==> src/design/rsw_pkg.sv <==
`timescale 1ns / 1ps
`default_nettype none
// ----------------------------------------------------------------------------
// rsw_pkg
// Shared types, codes and constants of the restart supervisor watchdog.
// ----------------------------------------------------------------------------
package rsw_pkg;

  localparam int unsigned MaxEntriesDef = 16;
  localparam int unsigned TimeBitsDef   = 32;

  localparam int unsigned OpW      = 3;
  localparam int unsigned MinW     = 11;
  localparam int unsigned IdW      = 5;
  localparam int unsigned CauseW   = 2;
  localparam int unsigned HbTimeW  = 12;
  localparam int unsigned Min60W   = 17;
  localparam int unsigned CfgAddrW = 4;
  localparam int unsigned CfgDataW = 32;

  localparam logic [HbTimeW-1:0] HbTimeoutRst   = 12'd60;
  localparam logic [MinW-1:0]    BootMinRst     = 11'd480;
  localparam logic [MinW-1:0]    AbnormalMinRst = 11'd2;
  localparam logic [MinW-1:0]    GuardMinRst    = 11'd2;

  typedef enum logic [OpW-1:0] {
    OP_TICK      = 3'd0,
    OP_HEARTBEAT = 3'd1,
    OP_ABNORMAL  = 3'd2,
    OP_CREATE    = 3'd3,
    OP_RESOLVE   = 3'd4,
    OP_POSTPONE  = 3'd5
  } op_e;

  typedef enum logic [CauseW-1:0] {
    CAUSE_NONE      = 2'd0,
    CAUSE_HEARTBEAT = 2'd1,
    CAUSE_DEADLINE  = 2'd2,
    CAUSE_ENTRY     = 2'd3
  } cause_e;

  typedef enum logic [1:0] {
    REG_HB_TIMEOUT  = 2'd0,
    REG_BOOT_MIN    = 2'd1,
    REG_ABNORMAL    = 2'd2,
    REG_GUARD_MIN   = 2'd3
  } reg_idx_e;

  typedef struct packed {
    logic [HbTimeW-1:0] hb_timeout_s;
    logic [MinW-1:0]    boot_restart_min;
    logic [MinW-1:0]    abnormal_restart_min;
    logic [MinW-1:0]    postpone_guard_min;
  } cfg_t;

  // Minutes to seconds: m*60 = m*64 - m*4.
  function automatic logic [Min60W-1:0] min_to_sec(input logic [MinW-1:0] m);
    logic [Min60W-1:0] m64;
    logic [Min60W-1:0] m4;
    m64 = {m, 6'b0};
    m4  = {4'b0, m, 2'b0};
    return m64 - m4;
  endfunction

endpackage
`default_nettype wire

==> src/design/rsw_if.sv <==
`timescale 1ns / 1ps
`default_nettype none
// ----------------------------------------------------------------------------
// rsw_if
// Valid/ready channels of the supervisor: event items in, result items out.
// ----------------------------------------------------------------------------
interface rsw_in_if;
  import rsw_pkg::*;

  logic            valid;
  logic            ready;
  logic [OpW-1:0]  operation;
  logic            abnormal_flag;
  logic [MinW-1:0] minutes;
  logic [IdW-1:0]  entry_id;

  modport source (output valid, output operation, output abnormal_flag,
                  output minutes, output entry_id, input ready);
  modport sink   (input valid, input operation, input abnormal_flag,
                  input minutes, input entry_id, output ready);
endinterface

interface rsw_out_if;
  import rsw_pkg::*;

  logic              valid;
  logic              ready;
  logic              restart;
  logic [CauseW-1:0] restart_cause;
  logic [IdW-1:0]    assigned_id;
  logic              resolve_hit;

  modport source (output valid, output restart, output restart_cause,
                  output assigned_id, output resolve_hit, input ready);
  modport sink   (input valid, input restart, input restart_cause,
                  input assigned_id, input resolve_hit, output ready);
endinterface
`default_nettype wire

==> src/design/rsw_cfg_regs.sv <==
`timescale 1ns / 1ps
`default_nettype none
// ----------------------------------------------------------------------------
// rsw_cfg_regs
// APB-style register file holding the four timing settings of the supervisor.
// ----------------------------------------------------------------------------
module rsw_cfg_regs (
  input  wire logic                            clk_i,
  input  wire logic                            rst_ni,
  input  wire logic                            psel,
  input  wire logic                            penable,
  input  wire logic                            pwrite,
  input  wire logic [rsw_pkg::CfgAddrW-1:0]    paddr,
  input  wire logic [rsw_pkg::CfgDataW-1:0]    pwdata,
  output logic      [rsw_pkg::CfgDataW-1:0]    prdata,
  output logic                                 pready,
  output rsw_pkg::cfg_t                        cfg_o
);
  import rsw_pkg::*;

  cfg_t     cfg_q, cfg_d;
  reg_idx_e widx;
  logic     wr_en;

  assign widx   = reg_idx_e'(paddr[3:2]);
  assign wr_en  = psel & penable & pwrite;
  assign pready = 1'b1;
  assign cfg_o  = cfg_q;

  always_comb begin
    cfg_d = cfg_q;
    if (wr_en) begin
      case (widx)
        REG_HB_TIMEOUT: cfg_d.hb_timeout_s         = pwdata[HbTimeW-1:0];
        REG_BOOT_MIN:   cfg_d.boot_restart_min     = pwdata[MinW-1:0];
        REG_ABNORMAL:   cfg_d.abnormal_restart_min = pwdata[MinW-1:0];
        REG_GUARD_MIN:  cfg_d.postpone_guard_min   = pwdata[MinW-1:0];
        default:        cfg_d = cfg_q;
      endcase
    end
  end

  always_comb begin
    case (widx)
      REG_HB_TIMEOUT: prdata = {{(CfgDataW-HbTimeW){1'b0}}, cfg_q.hb_timeout_s};
      REG_BOOT_MIN:   prdata = {{(CfgDataW-MinW){1'b0}}, cfg_q.boot_restart_min};
      REG_ABNORMAL:   prdata = {{(CfgDataW-MinW){1'b0}}, cfg_q.abnormal_restart_min};
      REG_GUARD_MIN:  prdata = {{(CfgDataW-MinW){1'b0}}, cfg_q.postpone_guard_min};
      default:        prdata = '0;
    endcase
  end

  always_ff @(posedge clk_i or negedge rst_ni) begin
    if (!rst_ni) begin
      cfg_q.hb_timeout_s         <= HbTimeoutRst;
      cfg_q.boot_restart_min     <= BootMinRst;
      cfg_q.abnormal_restart_min <= AbnormalMinRst;
      cfg_q.postpone_guard_min   <= GuardMinRst;
    end else begin
      cfg_q <= cfg_d;
    end
  end

endmodule
`default_nettype wire

==> src/design/restart_supervisor_watchdog.sv <==
`timescale 1ns / 1ps
`default_nettype none
// ----------------------------------------------------------------------------
// restart_supervisor_watchdog
// Seconds clock, heartbeat watchdog, restart deadline, postponement window and
// a table of tracked abnormalities kept in two synchronous memories.
// ----------------------------------------------------------------------------
// Usage:
//   Event items enter on in_if (tick, heartbeat, abnormality, create, resolve,
//   postpone) and each one gives exactly one result item on out_if. The four
//   timing settings are to be written over the APB-style port only while the
//   block idles; the block itself does not enforce this.
//   A heartbeat, abnormality, create, resolve or unknown code finishes in the
//   execute state; a postpone passes on to the postpone state, and a tick to
//   the check state and, when the table holds entries, the scan state, with
//   one memory read per entry, pipelined with the expiry compare. The next
//   item is accepted in the cycle after the result is loaded.
//   The block works on one item at a time; the table memory has one read port,
//   which sets the scan length.
//   Reset clears the clock, heartbeat, postponement and table fill count, and
//   loads the deadline from boot_restart_min; no memory clearing pass is run.
//   A tick that raises restart returns the same state to its reset values.
//   When the receiver stalls, the result waits in the output register; a new
//   item may still be accepted, and its processing holds before its result.
// ----------------------------------------------------------------------------
module restart_supervisor_watchdog #(
  parameter int unsigned MAX_ENTRIES = rsw_pkg::MaxEntriesDef,
  parameter int unsigned TIME_BITS   = rsw_pkg::TimeBitsDef
) (
  input  wire logic                          clk_i,
  input  wire logic                          rst_ni,
  rsw_in_if.sink                             in_if,
  rsw_out_if.source                          out_if,
  input  wire logic                          psel,
  input  wire logic                          penable,
  input  wire logic                          pwrite,
  input  wire logic [rsw_pkg::CfgAddrW-1:0]  paddr,
  input  wire logic [rsw_pkg::CfgDataW-1:0]  pwdata,
  output logic      [rsw_pkg::CfgDataW-1:0]  prdata,
  output logic                               pready
);
  import rsw_pkg::*;

  localparam int unsigned IdxW = (MAX_ENTRIES > 1) ? $clog2(MAX_ENTRIES) : 1;
  localparam int unsigned CntW = $clog2(MAX_ENTRIES + 1);
  localparam int unsigned CmpW = (CntW > IdW) ? CntW : IdW;
  localparam logic [CntW-1:0] MaxCnt = CntW'(MAX_ENTRIES);

  typedef enum logic [4:0] {
    ST_IDLE  = 5'b00001,
    ST_EXEC  = 5'b00010,
    ST_POST  = 5'b00100,
    ST_CHECK = 5'b01000,
    ST_SCAN  = 5'b10000
  } state_e;

  typedef struct packed {
    logic              restart;
    logic [CauseW-1:0] cause;
    logic [IdW-1:0]    assigned;
    logic              hit;
  } result_t;

  cfg_t cfg;

  rsw_cfg_regs u_cfg_regs (
    .clk_i   (clk_i),
    .rst_ni  (rst_ni),
    .psel    (psel),
    .penable (penable),
    .pwrite  (pwrite),
    .paddr   (paddr),
    .pwdata  (pwdata),
    .prdata  (prdata),
    .pready  (pready),
    .cfg_o   (cfg)
  );

  // Control and time state.
  state_e                state_q, state_d;
  logic [TIME_BITS-1:0]  now_q, now_d;
  logic [TIME_BITS-1:0]  last_hb_q, last_hb_d;
  logic                  hb_seen_q, hb_seen_d;
  logic [TIME_BITS-1:0]  deadline_q, deadline_d;
  logic                  pp_active_q, pp_active_d;
  logic [TIME_BITS-1:0]  pp_until_q, pp_until_d;
  logic [CntW-1:0]       used_q, used_d;
  logic [CntW-1:0]       scan_idx_q, scan_idx_d;
  logic                  out_valid_q, out_valid_d;
  result_t               res_q, res_d;

  // Latched item and intermediate payload.
  logic [OpW-1:0]        op_q, op_d;
  logic                  flag_q, flag_d;
  logic [Min60W-1:0]     min60_q, min60_d;
  logic [IdW-1:0]        id_q, id_d;
  logic [TIME_BITS-1:0]  target_q, target_d;

  // Table memories: expiry time of each entry, and its resolved mark.
  logic [TIME_BITS-1:0]  due_mem [MAX_ENTRIES];
  logic                  rsv_mem [MAX_ENTRIES];
  logic                  due_we, rsv_we, rd_en;
  logic [IdxW-1:0]       due_waddr, rsv_waddr, rd_addr;
  logic [TIME_BITS-1:0]  due_wdata, due_rdata_q;
  logic                  rsv_wdata, rsv_rdata_q;

  always_ff @(posedge clk_i) begin
    if (due_we) begin
      due_mem[due_waddr] <= due_wdata;
    end
    if (rsv_we) begin
      rsv_mem[rsv_waddr] <= rsv_wdata;
    end
    if (rd_en) begin
      due_rdata_q <= due_mem[rd_addr];
      rsv_rdata_q <= rsv_mem[rd_addr];
    end
  end

  // Arithmetic shared by the states.
  logic                  out_free;
  logic [TIME_BITS-1:0]  now_inc, hb_gap, dl_diff, pp_diff, due_diff, tg_diff;
  logic [TIME_BITS-1:0]  min60_t, abn60_t, guard60_t, boot60_t, hb_limit_t;
  logic [CmpW-1:0]       id_ext, used_ext, id_dec, used_inc;
  logic                  hb_lost, dl_reached, pp_reached, entry_expired;
  result_t               res_none;

  assign out_free   = !out_valid_q || out_if.ready;
  assign now_inc    = now_q + TIME_BITS'(1);
  assign min60_t    = {{(TIME_BITS-Min60W){1'b0}}, min60_q};
  assign abn60_t    = {{(TIME_BITS-Min60W){1'b0}}, min_to_sec(cfg.abnormal_restart_min)};
  assign guard60_t  = {{(TIME_BITS-Min60W){1'b0}}, min_to_sec(cfg.postpone_guard_min)};
  assign boot60_t   = {{(TIME_BITS-Min60W){1'b0}}, min_to_sec(cfg.boot_restart_min)};
  assign hb_limit_t = {{(TIME_BITS-HbTimeW){1'b0}}, cfg.hb_timeout_s};
  assign hb_gap     = now_q - last_hb_q;
  assign dl_diff    = now_q - deadline_q;
  assign pp_diff    = now_q - pp_until_q;
  assign due_diff   = now_q - due_rdata_q;
  assign tg_diff    = target_q - deadline_q;

  // A time is reached when the wrapped difference is in the lower half.
  assign hb_lost       = hb_seen_q && (hb_gap > hb_limit_t);
  assign dl_reached    = !dl_diff[TIME_BITS-1];
  assign pp_reached    = !pp_diff[TIME_BITS-1];
  assign entry_expired = !rsv_rdata_q && !due_diff[TIME_BITS-1];

  assign id_ext   = CmpW'(id_q);
  assign used_ext = CmpW'(used_q);
  assign id_dec   = id_ext - CmpW'(1);
  assign used_inc = used_ext + CmpW'(1);
  assign res_none = '{restart: 1'b0, cause: CAUSE_NONE, assigned: '0, hit: 1'b0};

  assign in_if.ready       = (state_q == ST_IDLE);
  assign out_if.valid      = out_valid_q;
  assign out_if.restart    = res_q.restart;
  assign out_if.restart_cause = res_q.cause;
  assign out_if.assigned_id   = res_q.assigned;
  assign out_if.resolve_hit   = res_q.hit;

  always_comb begin
    logic    fin;
    logic    do_restart;
    result_t res;

    fin        = 1'b0;
    do_restart = 1'b0;
    res        = res_none;

    state_d     = state_q;
    now_d       = now_q;
    last_hb_d   = last_hb_q;
    hb_seen_d   = hb_seen_q;
    deadline_d  = deadline_q;
    pp_active_d = pp_active_q;
    pp_until_d  = pp_until_q;
    used_d      = used_q;
    scan_idx_d  = scan_idx_q;
    op_d        = op_q;
    flag_d      = flag_q;
    min60_d     = min60_q;
    id_d        = id_q;
    target_d    = target_q;
    res_d       = res_q;

    due_we    = 1'b0;
    due_waddr = used_q[IdxW-1:0];
    due_wdata = now_q + min60_t;
    rsv_we    = 1'b0;
    rsv_waddr = used_q[IdxW-1:0];
    rsv_wdata = 1'b0;
    rd_en     = 1'b0;
    rd_addr   = scan_idx_q[IdxW-1:0];

    case (state_q)
      ST_IDLE: begin
        if (in_if.valid) begin
          op_d    = in_if.operation;
          flag_d  = in_if.abnormal_flag;
          min60_d = min_to_sec(in_if.minutes);
          id_d    = in_if.entry_id;
          state_d = ST_EXEC;
        end
      end

      ST_EXEC: begin
        if (out_free) begin
          case (op_q)
            OP_TICK: begin
              now_d   = now_inc;
              state_d = ST_CHECK;
            end
            OP_HEARTBEAT: begin
              last_hb_d = now_q;
              hb_seen_d = 1'b1;
              fin       = 1'b1;
            end
            OP_ABNORMAL: begin
              if (flag_q) begin
                deadline_d = now_q + abn60_t;
              end
              fin = 1'b1;
            end
            OP_CREATE: begin
              if (used_q < MaxCnt) begin
                due_we       = 1'b1;
                rsv_we       = 1'b1;
                rsv_wdata    = 1'b0;
                used_d       = used_q + CntW'(1);
                res.assigned = used_inc[IdW-1:0];
              end
              fin = 1'b1;
            end
            OP_RESOLVE: begin
              if ((id_ext != '0) && (id_ext <= used_ext)) begin
                rsv_we    = 1'b1;
                rsv_waddr = id_dec[IdxW-1:0];
                rsv_wdata = 1'b1;
                res.hit   = 1'b1;
              end
              fin = 1'b1;
            end
            OP_POSTPONE: begin
              target_d    = now_q + min60_t;
              pp_until_d  = now_q + guard60_t;
              pp_active_d = 1'b1;
              state_d     = ST_POST;
            end
            default: begin
              fin = 1'b1;
            end
          endcase
        end
      end

      ST_POST: begin
        // A postpone only moves the deadline later, never earlier.
        if (!tg_diff[TIME_BITS-1]) begin
          deadline_d = target_q;
        end
        fin = 1'b1;
      end

      ST_CHECK: begin
        if (pp_active_q) begin
          if (pp_reached) begin
            pp_active_d = 1'b0;
          end
          fin = 1'b1;
        end else if (hb_lost) begin
          res.cause  = CAUSE_HEARTBEAT;
          do_restart = 1'b1;
        end else if (dl_reached) begin
          res.cause  = CAUSE_DEADLINE;
          do_restart = 1'b1;
        end else if (used_q != '0) begin
          rd_en      = 1'b1;
          rd_addr    = '0;
          scan_idx_d = CntW'(1);
          state_d    = ST_SCAN;
        end else begin
          fin = 1'b1;
        end
      end

      ST_SCAN: begin
        // The entry read last cycle is checked while the next one is read.
        if (out_free) begin
          if (entry_expired) begin
            res.cause  = CAUSE_ENTRY;
            do_restart = 1'b1;
          end else if (scan_idx_q < used_q) begin
            rd_en      = 1'b1;
            scan_idx_d = scan_idx_q + CntW'(1);
          end else begin
            fin = 1'b1;
          end
        end
      end

      default: begin
        state_d = ST_IDLE;
      end
    endcase

    if (do_restart) begin
      res.restart = 1'b1;
      fin         = 1'b1;
      now_d       = '0;
      last_hb_d   = '0;
      hb_seen_d   = 1'b0;
      deadline_d  = boot60_t;
      pp_active_d = 1'b0;
      pp_until_d  = '0;
      used_d      = '0;
    end

    out_valid_d = out_valid_q && !out_if.ready;
    if (fin) begin
      out_valid_d = 1'b1;
      res_d       = res;
      state_d     = ST_IDLE;
    end
  end

  always_ff @(posedge clk_i or negedge rst_ni) begin
    if (!rst_ni) begin
      state_q     <= ST_IDLE;
      now_q       <= '0;
      last_hb_q   <= '0;
      hb_seen_q   <= 1'b0;
      deadline_q  <= {{(TIME_BITS-Min60W){1'b0}}, min_to_sec(BootMinRst)};
      pp_active_q <= 1'b0;
      pp_until_q  <= '0;
      used_q      <= '0;
      scan_idx_q  <= '0;
      out_valid_q <= 1'b0;
    end else begin
      state_q     <= state_d;
      now_q       <= now_d;
      last_hb_q   <= last_hb_d;
      hb_seen_q   <= hb_seen_d;
      deadline_q  <= deadline_d;
      pp_active_q <= pp_active_d;
      pp_until_q  <= pp_until_d;
      used_q      <= used_d;
      scan_idx_q  <= scan_idx_d;
      out_valid_q <= out_valid_d;
    end
  end

  always_ff @(posedge clk_i) begin
    op_q     <= op_d;
    flag_q   <= flag_d;
    min60_q  <= min60_d;
    id_q     <= id_d;
    target_q <= target_d;
    res_q    <= res_d;
  end

endmodule
`default_nettype wire

==> src/flat_wrapper.sv <==
// flat-port wrapper written by rule: the top's interface ports become plain ports
module restart_supervisor_watchdog_flat import rsw_pkg::*;
#(
  parameter int unsigned MAX_ENTRIES = rsw_pkg::MaxEntriesDef,
  parameter int unsigned TIME_BITS   = rsw_pkg::TimeBitsDef
)
  (clk_i, rst_ni, psel, penable, pwrite, paddr, pwdata, prdata, pready, in_if_valid, in_if_operation, in_if_abnormal_flag, in_if_minutes, in_if_entry_id, in_if_ready, out_if_valid, out_if_restart, out_if_restart_cause, out_if_assigned_id, out_if_resolve_hit, out_if_ready);
  rsw_in_if in_if_i ();
  rsw_out_if out_if_i ();
  input  wire logic clk_i;
  input  wire logic rst_ni;
  input  wire logic psel;
  input  wire logic penable;
  input  wire logic pwrite;
  input  wire logic [rsw_pkg::CfgAddrW-1:0] paddr;
  input  wire logic [rsw_pkg::CfgDataW-1:0] pwdata;
  output logic      [rsw_pkg::CfgDataW-1:0] prdata;
  output logic pready;
  input wire logic [$bits(in_if_i.valid)-1:0] in_if_valid;
  input wire logic [$bits(in_if_i.operation)-1:0] in_if_operation;
  input wire logic [$bits(in_if_i.abnormal_flag)-1:0] in_if_abnormal_flag;
  input wire logic [$bits(in_if_i.minutes)-1:0] in_if_minutes;
  input wire logic [$bits(in_if_i.entry_id)-1:0] in_if_entry_id;
  output wire logic [$bits(in_if_i.ready)-1:0] in_if_ready;
  output wire logic [$bits(out_if_i.valid)-1:0] out_if_valid;
  output wire logic [$bits(out_if_i.restart)-1:0] out_if_restart;
  output wire logic [$bits(out_if_i.restart_cause)-1:0] out_if_restart_cause;
  output wire logic [$bits(out_if_i.assigned_id)-1:0] out_if_assigned_id;
  output wire logic [$bits(out_if_i.resolve_hit)-1:0] out_if_resolve_hit;
  input wire logic [$bits(out_if_i.ready)-1:0] out_if_ready;
  assign in_if_i.valid = in_if_valid;
  assign in_if_i.operation = in_if_operation;
  assign in_if_i.abnormal_flag = in_if_abnormal_flag;
  assign in_if_i.minutes = in_if_minutes;
  assign in_if_i.entry_id = in_if_entry_id;
  assign in_if_ready = in_if_i.ready;
  assign out_if_valid = out_if_i.valid;
  assign out_if_restart = out_if_i.restart;
  assign out_if_restart_cause = out_if_i.restart_cause;
  assign out_if_assigned_id = out_if_i.assigned_id;
  assign out_if_resolve_hit = out_if_i.resolve_hit;
  assign out_if_i.ready = out_if_ready;
  restart_supervisor_watchdog #(.MAX_ENTRIES(MAX_ENTRIES), .TIME_BITS(TIME_BITS)) u_core (.clk_i(clk_i), .rst_ni(rst_ni), .in_if(in_if_i), .out_if(out_if_i), .psel(psel), .penable(penable), .pwrite(pwrite), .paddr(paddr), .pwdata(pwdata), .prdata(prdata), .pready(pready));
endmodule
==> config.mk <==
export PLATFORM = sky130hd
export DESIGN_NAME = restart_supervisor_watchdog_flat
export DESIGN_NICKNAME = d
export VERILOG_FILES = /design/src/design/rsw_pkg.sv /design/src/design/rsw_if.sv /design/src/design/rsw_cfg_regs.sv /design/src/design/restart_supervisor_watchdog.sv /design/src/flat_wrapper.sv
export SDC_FILE = /design/constraint.sdc
export NUM_CORES = 2
export LEC_CHECK = 0
export BUFFER_PORTS_ARGS = -buffer_cell sky130_fd_sc_hd__buf_4
export CORE_MARGIN = 2
export CORE_UTILIZATION = 54
export CTS_BUF_LIST = sky130_fd_sc_hd__clkbuf_4 sky130_fd_sc_hd__clkbuf_8 sky130_fd_sc_hd__clkbuf_16
export DETAILED_ROUTE_END_ITERATION = 12
export GPL_ROUTABILITY_DRIVEN = 1
export PLACE_DENSITY = 0.76
export SETUP_SLACK_MARGIN = 0.15
export SLEW_MARGIN = 20
export SYNTH_ARGS = -nofsm -noshare
export SYNTH_HDL_FRONTEND = slang
export SYNTH_SLANG_ARGS = --single-unit
==> constraint.sdc <==
create_clock -name clk_i -period 6 [get_ports clk_i]
set_input_delay 1.2 -clock clk_i [delete_from_list [all_inputs] [get_ports clk_i]]
set_output_delay 1.2 -clock clk_i [all_outputs]
set_load 0.02 [all_outputs]
# Word-level counts from Yosys, hierarchy flattened

Memories as Yosys holds them, arrays and structs flattened. A register that Yosys moved wholly into a read port is not among the register bits.
Index checks and enable logic that the tools add are counted.

Bits in registers: 258
RAM bits: 528
Input port bits: 63
Output and inout port bits: 44
Logic and storage cells: 229
Memories: 2

Memories:

| memory         | depth | bits a word | read ports | clocked after Yosys merged registers in | write ports | RTL line                           | text |
|---|---|---|---|---|---|---|---|
| u_core.due_mem | 16    | 32          | 1          | 1                                       | 1           | restart_supervisor_watchdog.sv:100 | `logic [TIME_BITS-1:0] due_mem [MAX_ENTRIES];` |
| u_core.rsv_mem | 16    | 1           | 1          | 1                                       | 1           | restart_supervisor_watchdog.sv:101 | `logic rsv_mem [MAX_ENTRIES];` |

$add $sub $neg: 16
Order comparisons: 4
Equal/unequal tests: 33
Muxes and demuxes: 108
Bitwise operators: 2
Reduce and logical (&&, ||, !) cells: 41

Operators with widths:

| cell                                                            | number |
|---|---|
| 32-bit 2-to-1 mux                                               | 17 |
| 32-bit subtractor                                               | 5 |
| 32-bit one-hot mux with 4 select lines                          | 1 |
| 32-bit by 17-bit adder with 32-bit output                       | 3 |
| 5-bit 2-to-1 mux                                                | 19 |
| 17-bit by 13-bit subtractor with 17-bit output                  | 4 |
| 32-bit one-hot mux with 2 select lines                          | 1 |
| 1-bit 2-to-1 mux                                                | 47 |
| 4-bit 2-to-1 mux                                                | 9 |
| 32-bit by 1-bit adder with 32-bit output, second input constant | 1 |
| 32-bit by 12-bit greater-than comparator with 1-bit output      | 1 |
| 5-bit one-hot mux with 2 select lines                           | 2 |
| 5-bit one-hot mux with 4 select lines                           | 1 |
| 8-bit AND reduction                                             | 2 |
| 2-bit nonzero test                                              | 8 |
| 3-bit by 1-bit != test with 1-bit output, second input constant | 5 |
| 3-bit AND reduction                                             | 5 |
| 2-bit AND reduction                                             | 6 |
| 5-bit by 1-bit adder with 5-bit output, second input constant   | 2 |
| 2-bit 2-to-1 mux                                                | 5 |
| 2-bit by 1-bit != test with 1-bit output, second input constant | 5 |
| 5-bit nonzero test                                              | 2 |
| 3-bit by 2-bit != test with 1-bit output, second input constant | 3 |
| 3-bit != test, second input constant                            | 3 |
| 29 further kinds                                                | 47 |

# Logic depth before layout (Yosys ltp)

Word-level depth: 9
Mapped depth: 23
Gate-level depth less buffers: 21

# Cells and area by module

From an unflattened synthesis, not the netlist that was laid out.

Cells, all modules: 3467
Area, all modules: 42756.0 um^2

Modules (own cells, without submodules):

| module                      | instances | cells each | area each (um^2) | seq. area each (um^2) |
|---|---|---|---|---|
| restart_supervisor_watchdog | 1         | 3328       | 40518.9          | 22457.8 |
| rsw_cfg_regs                | 1         | 139        | 2237.1           | 1138.6 |

# Worst setup path before layout

No wires, ideal clock.

Path type: input -> register
Start: input port out_if_ready
End: memory u_core.due_mem[8][0] in the netlist's numbering, enable pin
Setup time: 0.502 ns
Arrival: 5.387 ns
Required time: 5.498 ns
Path slack: 0.112 ns
Stages on the path: 6
Path buffers: 2
Cells stage by stage: nand2b_1 nand2_1 or4_1 clkbuf_1 clkbuf_1 nor4_1

Cells in the longest elaborated chain, start to end: 5

Ends and longest elaborated chain:

| element                                | RTL line                           | text |
|---|---|---|
| from (decl)                            | flat_wrapper.sv:30                 | `input wire logic [$bits(out_if_i.ready)-1:0] out_if_ready;` |
| 1-bit logical OR                       | restart_supervisor_watchdog.sv:128 | `assign out_free = !out_valid_q \|\| out_if.ready;` |
| 1-bit 2-to-1 mux                       | restart_supervisor_watchdog.sv:206 | `if (out_free) begin` |
| 1-bit 2-to-1 mux                       | restart_supervisor_watchdog.sv:194 | `case (state_q)` |
| 1-bit 2-to-1 mux                       | restart_supervisor_watchdog.sv:108 | `if (due_we) begin` |
| 1-bit 2-to-1 mux (not written as such) | restart_supervisor_watchdog.sv:109 | `due_mem[due_waddr] <= due_wdata;` |
| to (decl)                              | restart_supervisor_watchdog.sv:100 |  |

No other way between the ends.

# Final worst setup path

Start: register u_core.now_q[1]
End: register u_core.pp_until_q[19]

Cells in the longest elaborated chain, start to end: 8
Elaborated cells on any way between the ends: 22

Ends and longest elaborated chain:

| element                                                                                                | RTL line                                                               | text |
|---|---|---|
| from (decl)                                                                                            | restart_supervisor_watchdog.sv:81                                      | `logic [TIME_BITS-1:0] now_q, now_d;` |
| from (signal assigned)                                                                                 | restart_supervisor_watchdog.sv:339                                     | `now_q <= now_d;` |
| 32-bit subtractor (on tied branches)                                                                   | restart_supervisor_watchdog.sv:135, restart_supervisor_watchdog.sv:138 |  |
| 32-bit by 12-bit greater-than comparator with 1-bit output / 1-bit logical NOT (equally long branches) | restart_supervisor_watchdog.sv:142, restart_supervisor_watchdog.sv:145 |  |
| 1-bit logical AND (on tied branches)                                                                   | restart_supervisor_watchdog.sv:142, restart_supervisor_watchdog.sv:145 |  |
| 1-bit 2-to-1 mux (on tied branches)                                                                    | restart_supervisor_watchdog.sv:269, restart_supervisor_watchdog.sv:288 |  |
| 1-bit 2-to-1 mux (on tied branches)                                                                    | restart_supervisor_watchdog.sv:264, restart_supervisor_watchdog.sv:287 |  |
| 1-bit one-hot mux with 2 select lines                                                                  | restart_supervisor_watchdog.sv:194                                     |  |
| 2-bit nonzero test (no line)                                                                           | -                                                                      |  |
| 3-bit AND reduction (no line)                                                                          | -                                                                      |  |
| to (signal assigned)                                                                                   | restart_supervisor_watchdog.sv:344                                     | `pp_until_q <= pp_until_d;` |
| to (decl)                                                                                              | restart_supervisor_watchdog.sv:86                                      | `logic [TIME_BITS-1:0] pp_until_q, pp_until_d;` |

Parallel ways exist; a longest one is shown, timed or not. The select of a mux whose other input is x is not followed.
A chain may end at the register's enable or synchronous reset.

==> flow_summary_export.csv <==
group,metric,value,unit
sta,final-setup-viol-count,0,
floorplanning,rows,102,
drt,overall_routed_net_length,106000,um
critical_path,worst-r2r-setup-slack,0.47,ns
sta,final_worst_path_period_share,92.1,%
critical_path,startpoint_of_the_most_critical_register_to_register_path,"u_core.now_q[1]$_DFFE_PN0P_",
worst_hold_path,holdCritStartpoint,"u_core.deadline_q[30]$_DFFE_PN0P_",
layout,most_common_cell_after_layout_fill_and_taps_aside,"sky130_fd_sc_hd__edfxtp_1",
placement,gp_congestion,0.917,
power,power-per-cell-area,348,nW/um2
clock_network,cts-htree-levels,3,
sta,timing_max_transition_violations_final,0,
critical_path,cp_cell_sequence,"ha_1, nor2b_1, o31a_1, o31a_1, o21a_1, nor2_1, xnor2_1, ha_1, a21oi_1, a21oi_1, a2111oi_2, o22ai_1, nor4bb_1, nand4_1, o41ai_4, buf_4, a21oi_2, or2_4, buf_12, nor2_1, buf_4, a22o_1",
layout,final_util,60.7,%
clock_network,cts-buffers-inserted,83,
global_routing,groute.usage.overall,26.1,%
layout,finalInstanceArea,47000,um2
drt,route.detailed.wl_per_inst,22.9,um
synth,ys_dominant_reg_cell,"sky130_fd_sc_hd__edfxtp_1",
critical_path,crit_arrival,6.08,ns
drt,route.detailed.vias_per_inst,6.17,
layout,layout-drive-gt1-share,14.6,%
critical_path,top_cell_family_by_delay_on_the_critical_path,"compound AO/OA/AOI/OAI gates",
synth,synth_cell_type_count,88,
global_routing,global_route_congestion_overflow_total,0,
placement,placedInstanceArea,44200,um2
critical_path,critical_path_class,"flop to flop",
clock_network,clk_path_buf_depth,3,
floorplanning,i_o_pin_total,107,
sta,hold_viol,0,
critical_path,critPathMaxFanout,117,
sta,timing.setup.tns,0,ns
layout,layout.cells.most_common_list,"sky130_fd_sc_hd__edfxtp_1 (626), sky130_fd_sc_hd__nand2_1 (257), sky130_fd_sc_hd__ha_1 (257)",
floorplanning,start_util,54.5,%
synth,async_reset_ff_share,23.4,%
synth,yosys.area.top_type,"sky130_fd_sc_hd__edfxtp_1",
power,leakagePower,0.0181,uW
drt,drtIter0Drc,2832,
clock_network,cts_hold_repair.buffers,0,
layout,layout-area-overhead-vs-synth,11.5,%
synth,ys_warn_count,0,
clock_network,clock-sinks,817,
critical_path,worst_setup_path_endpoint,"u_core.pp_until_q[19]$_DFFE_PN0P_",
floorplanning,fp.dieW,283,um
critical_path,cp_data_required_time,6.55,ns
critical_path,path_length_in_cells_of_the_critical_path,22,
global_routing,antenna_found_initial,2,
sta,clock.fmax,181,MHz
clock_network,clk_latency,0.65,ns
sta,setup_repair_after_global_routing_missed_its_margin,"no",
synth,post_synth_main_area_contributors,"sky130_fd_sc_hd__edfxtp_1 (45%), sky130_fd_sc_hd__dfrtp_1 (10%), sky130_fd_sc_hd__ha_1 (7.6%)",
sta,layout_min_cycle_time,5.53,ns
run,max_capacitance_violation_total,0,
critical_path,critical_path.reg2reg.endpoint,"u_core.pp_until_q[19]$_DFFE_PN0P_",
synth,synthesis.area,42100,um2
global_routing,via_count_of_the_first_global_routing_pass,28235,
floorplanning,die_h,283,um
critical_path,rr_worst_depth,22,
placement,place_hpwl,68800,um
drt,route.detailed.drc,0,
clock_network,clock_transition_at_the_register_clock_pins_on_the_worst_setup_and_hold_paths_after_cts,0.07,ns
power,vdd_drop_max,0.000422,V
critical_path,crit_buf_inv,3,
critical_path,cp-start-kind,"flop",
drt,vias,28691,
critical_path,crit_path_start,"u_core.now_q[1]$_DFFE_PN0P_",
global_routing,pin_count_of_the_biggest_net_entering_global_routing,118,
synth,synth_enable_flop_cells,626,
synth,synth_register_bits,817,
clock_network,clockRootBuffer,"sky130_fd_sc_hd__clkbuf_16",
placement,port_buffers,63,
clock_network,cts_tree,"yes",
critical_path,peak_per_stage_delay_on_the_critical_path,0.42,ns
sta,fin_clk_skew,0.0473,ns
drt,detailedRoute.firstPassIterationCount,8,
synth,yosysTopAreaCellShare,44.6,%
critical_path,critical-path-slowest-cell,"sky130_fd_sc_hd__dfrtp_1",
global_routing,grt_pass1_wl,163000,um
sta,worstMarginPinSlew,1.06,ns
layout,fin_nets,3872,
synth,synth.yosys.seq_area_share,56.0,%
sta,headroom_to_the_max_slew_limit,29.0,%
status,run_status,"finished clean",
worst_hold_path,hold_path_class,"flop to flop",
synth,syn_avg_cell_area,12.2,um2
critical_path,endpoint_kind,"flop",
floorplanning,design.core.area,77300,um2
synth,synthCells,3462,
drt,number_of_nets_still_failing_antenna_checks_after_routing,0,
floorplanning,floorplan.die_area,80200,um2
layout,n_antenna_cell,0,
## what timing repair did
action | 4_1_cts | 5_1_grt
buffers inserted | 0 | 1
setup endpoints to repair | 0 | 64
resized for setup | 0 | 3
endpoints found under the hold margin | 0 | 0
## Yosys cell counts, drive strengths merged (31+ instances only)
master,n
edfxtp,626
ha,257
nand2,257
nor2,250
inv,246
o21ai,181
dfrtp,176
a21oi,125
clkbuf,112
xnor2,102
o22ai,83
xor2,81
mux4,78
buf,69
a21o,64
mux2,61
nor3,56
nand4,48
nand3,47
mux2i,46
o31ai,46
o211ai,45
a221oi,40
nor2b,33
a211oi,31
## registers in the layout (all words and copies together), names as in the netlist, 2 cells and up
| signal | flops |
|---|---|
| u_core.target_q | 32 |
| u_core.scan_idx_q | 5 |
| u_core.deadline_q | 32 |
| u_core.out_if.assigned_id | 5 |
| u_core.due_rdata_q | 32 |
| u_core.u_cfg_regs.cfg_o | 45 |
| u_core.state_q | 5 |
| u_core.op_q | 3 |
| u_core.out_if.restart_cause | 2 |
| u_core.min60_q | 15 |
| u_core.pp_until_q | 32 |
| u_core.used_ext | 5 |
| u_core.id_ext | 5 |
| u_core.due_mem | 512 |
| u_core.now_q | 32 |
| u_core.last_hb_q | 32 |
| u_core.rsv_mem | 16 |
## cell type report
type | instances | area, um2
inverter | 247 | 932
fill | 5946 | 30400
timing repair buffer | 163 | 1330
tap | 1040 | 1300
clock inverter | 44 | 520
multi-input combinational | 2236 | 17100
clock buffer | 101 | 2230
sequential | 817 | 23600
## layer usage
metal	GRT usage (%)	wire length, um
met1	35.3	43200
met2	43.6	51700
met3	3.52	7960
met4	9.11	3520
met5	0	0
## cells by family after synthesis
logic type | share of synthesized area, %
compound gates | 12.0
fa+ha+maj | 7.82
other cells | 0.0178
buf+inv | 4.16
xor+xnor | 3.81
flops | 56.0
simple gates | 9.23
mux | 6.90
## worst min-delay path, cell delays in order, from the launching register on
cell and delay (ns):
sky130_fd_sc_hd__dfrtp_1 0.34, sky130_fd_sc_hd__nand2_1 0.06, sky130_fd_sc_hd__o41ai_2 0.05
## through the flow
step           std cells  hold WS, ns  total power, uW  worst slack (ns)
6_report            4648        0.483            16400             0.472
5_1_grt             4648        0.506            17100             0.283
4_1_cts             4647        0.485            16400             0.264
3_5_place_dp        4502        0.469            11100             0.262
3_3_place_gp        4502        0.461            11000             0.437
2_1_floorplan       3481        0.448             9910             0.112
## power breakdown
group | switching (uW) | internal [uW] | total, uW
sequential | 310 | 6660 | 6970
combinational | 2530 | 1620 | 4160
clock | 2220 | 3020 | 5240
## how the worst min path moves through the flow
stage	depth (start not counted)	slack, ns	to
finish	2	0.48	u_core.deadline_q[30]$_DFFE_PN0P_
global route	1	0.51	u_core.pp_until_q[28]$_DFFE_PN0P_
CTS	2	0.49	u_core.deadline_q[26]$_DFFE_PN0P_
detailed placement	2	0.47	u_core.deadline_q[26]$_DFFE_PN0P_
global placement	2	0.46	u_core.deadline_q[30]$_DFFE_PN0P_
floorplan	2	0.45	u_core.deadline_q[18]$_DFFE_PN0P_
Note: power is estimated with default switching activity, not from simulation.
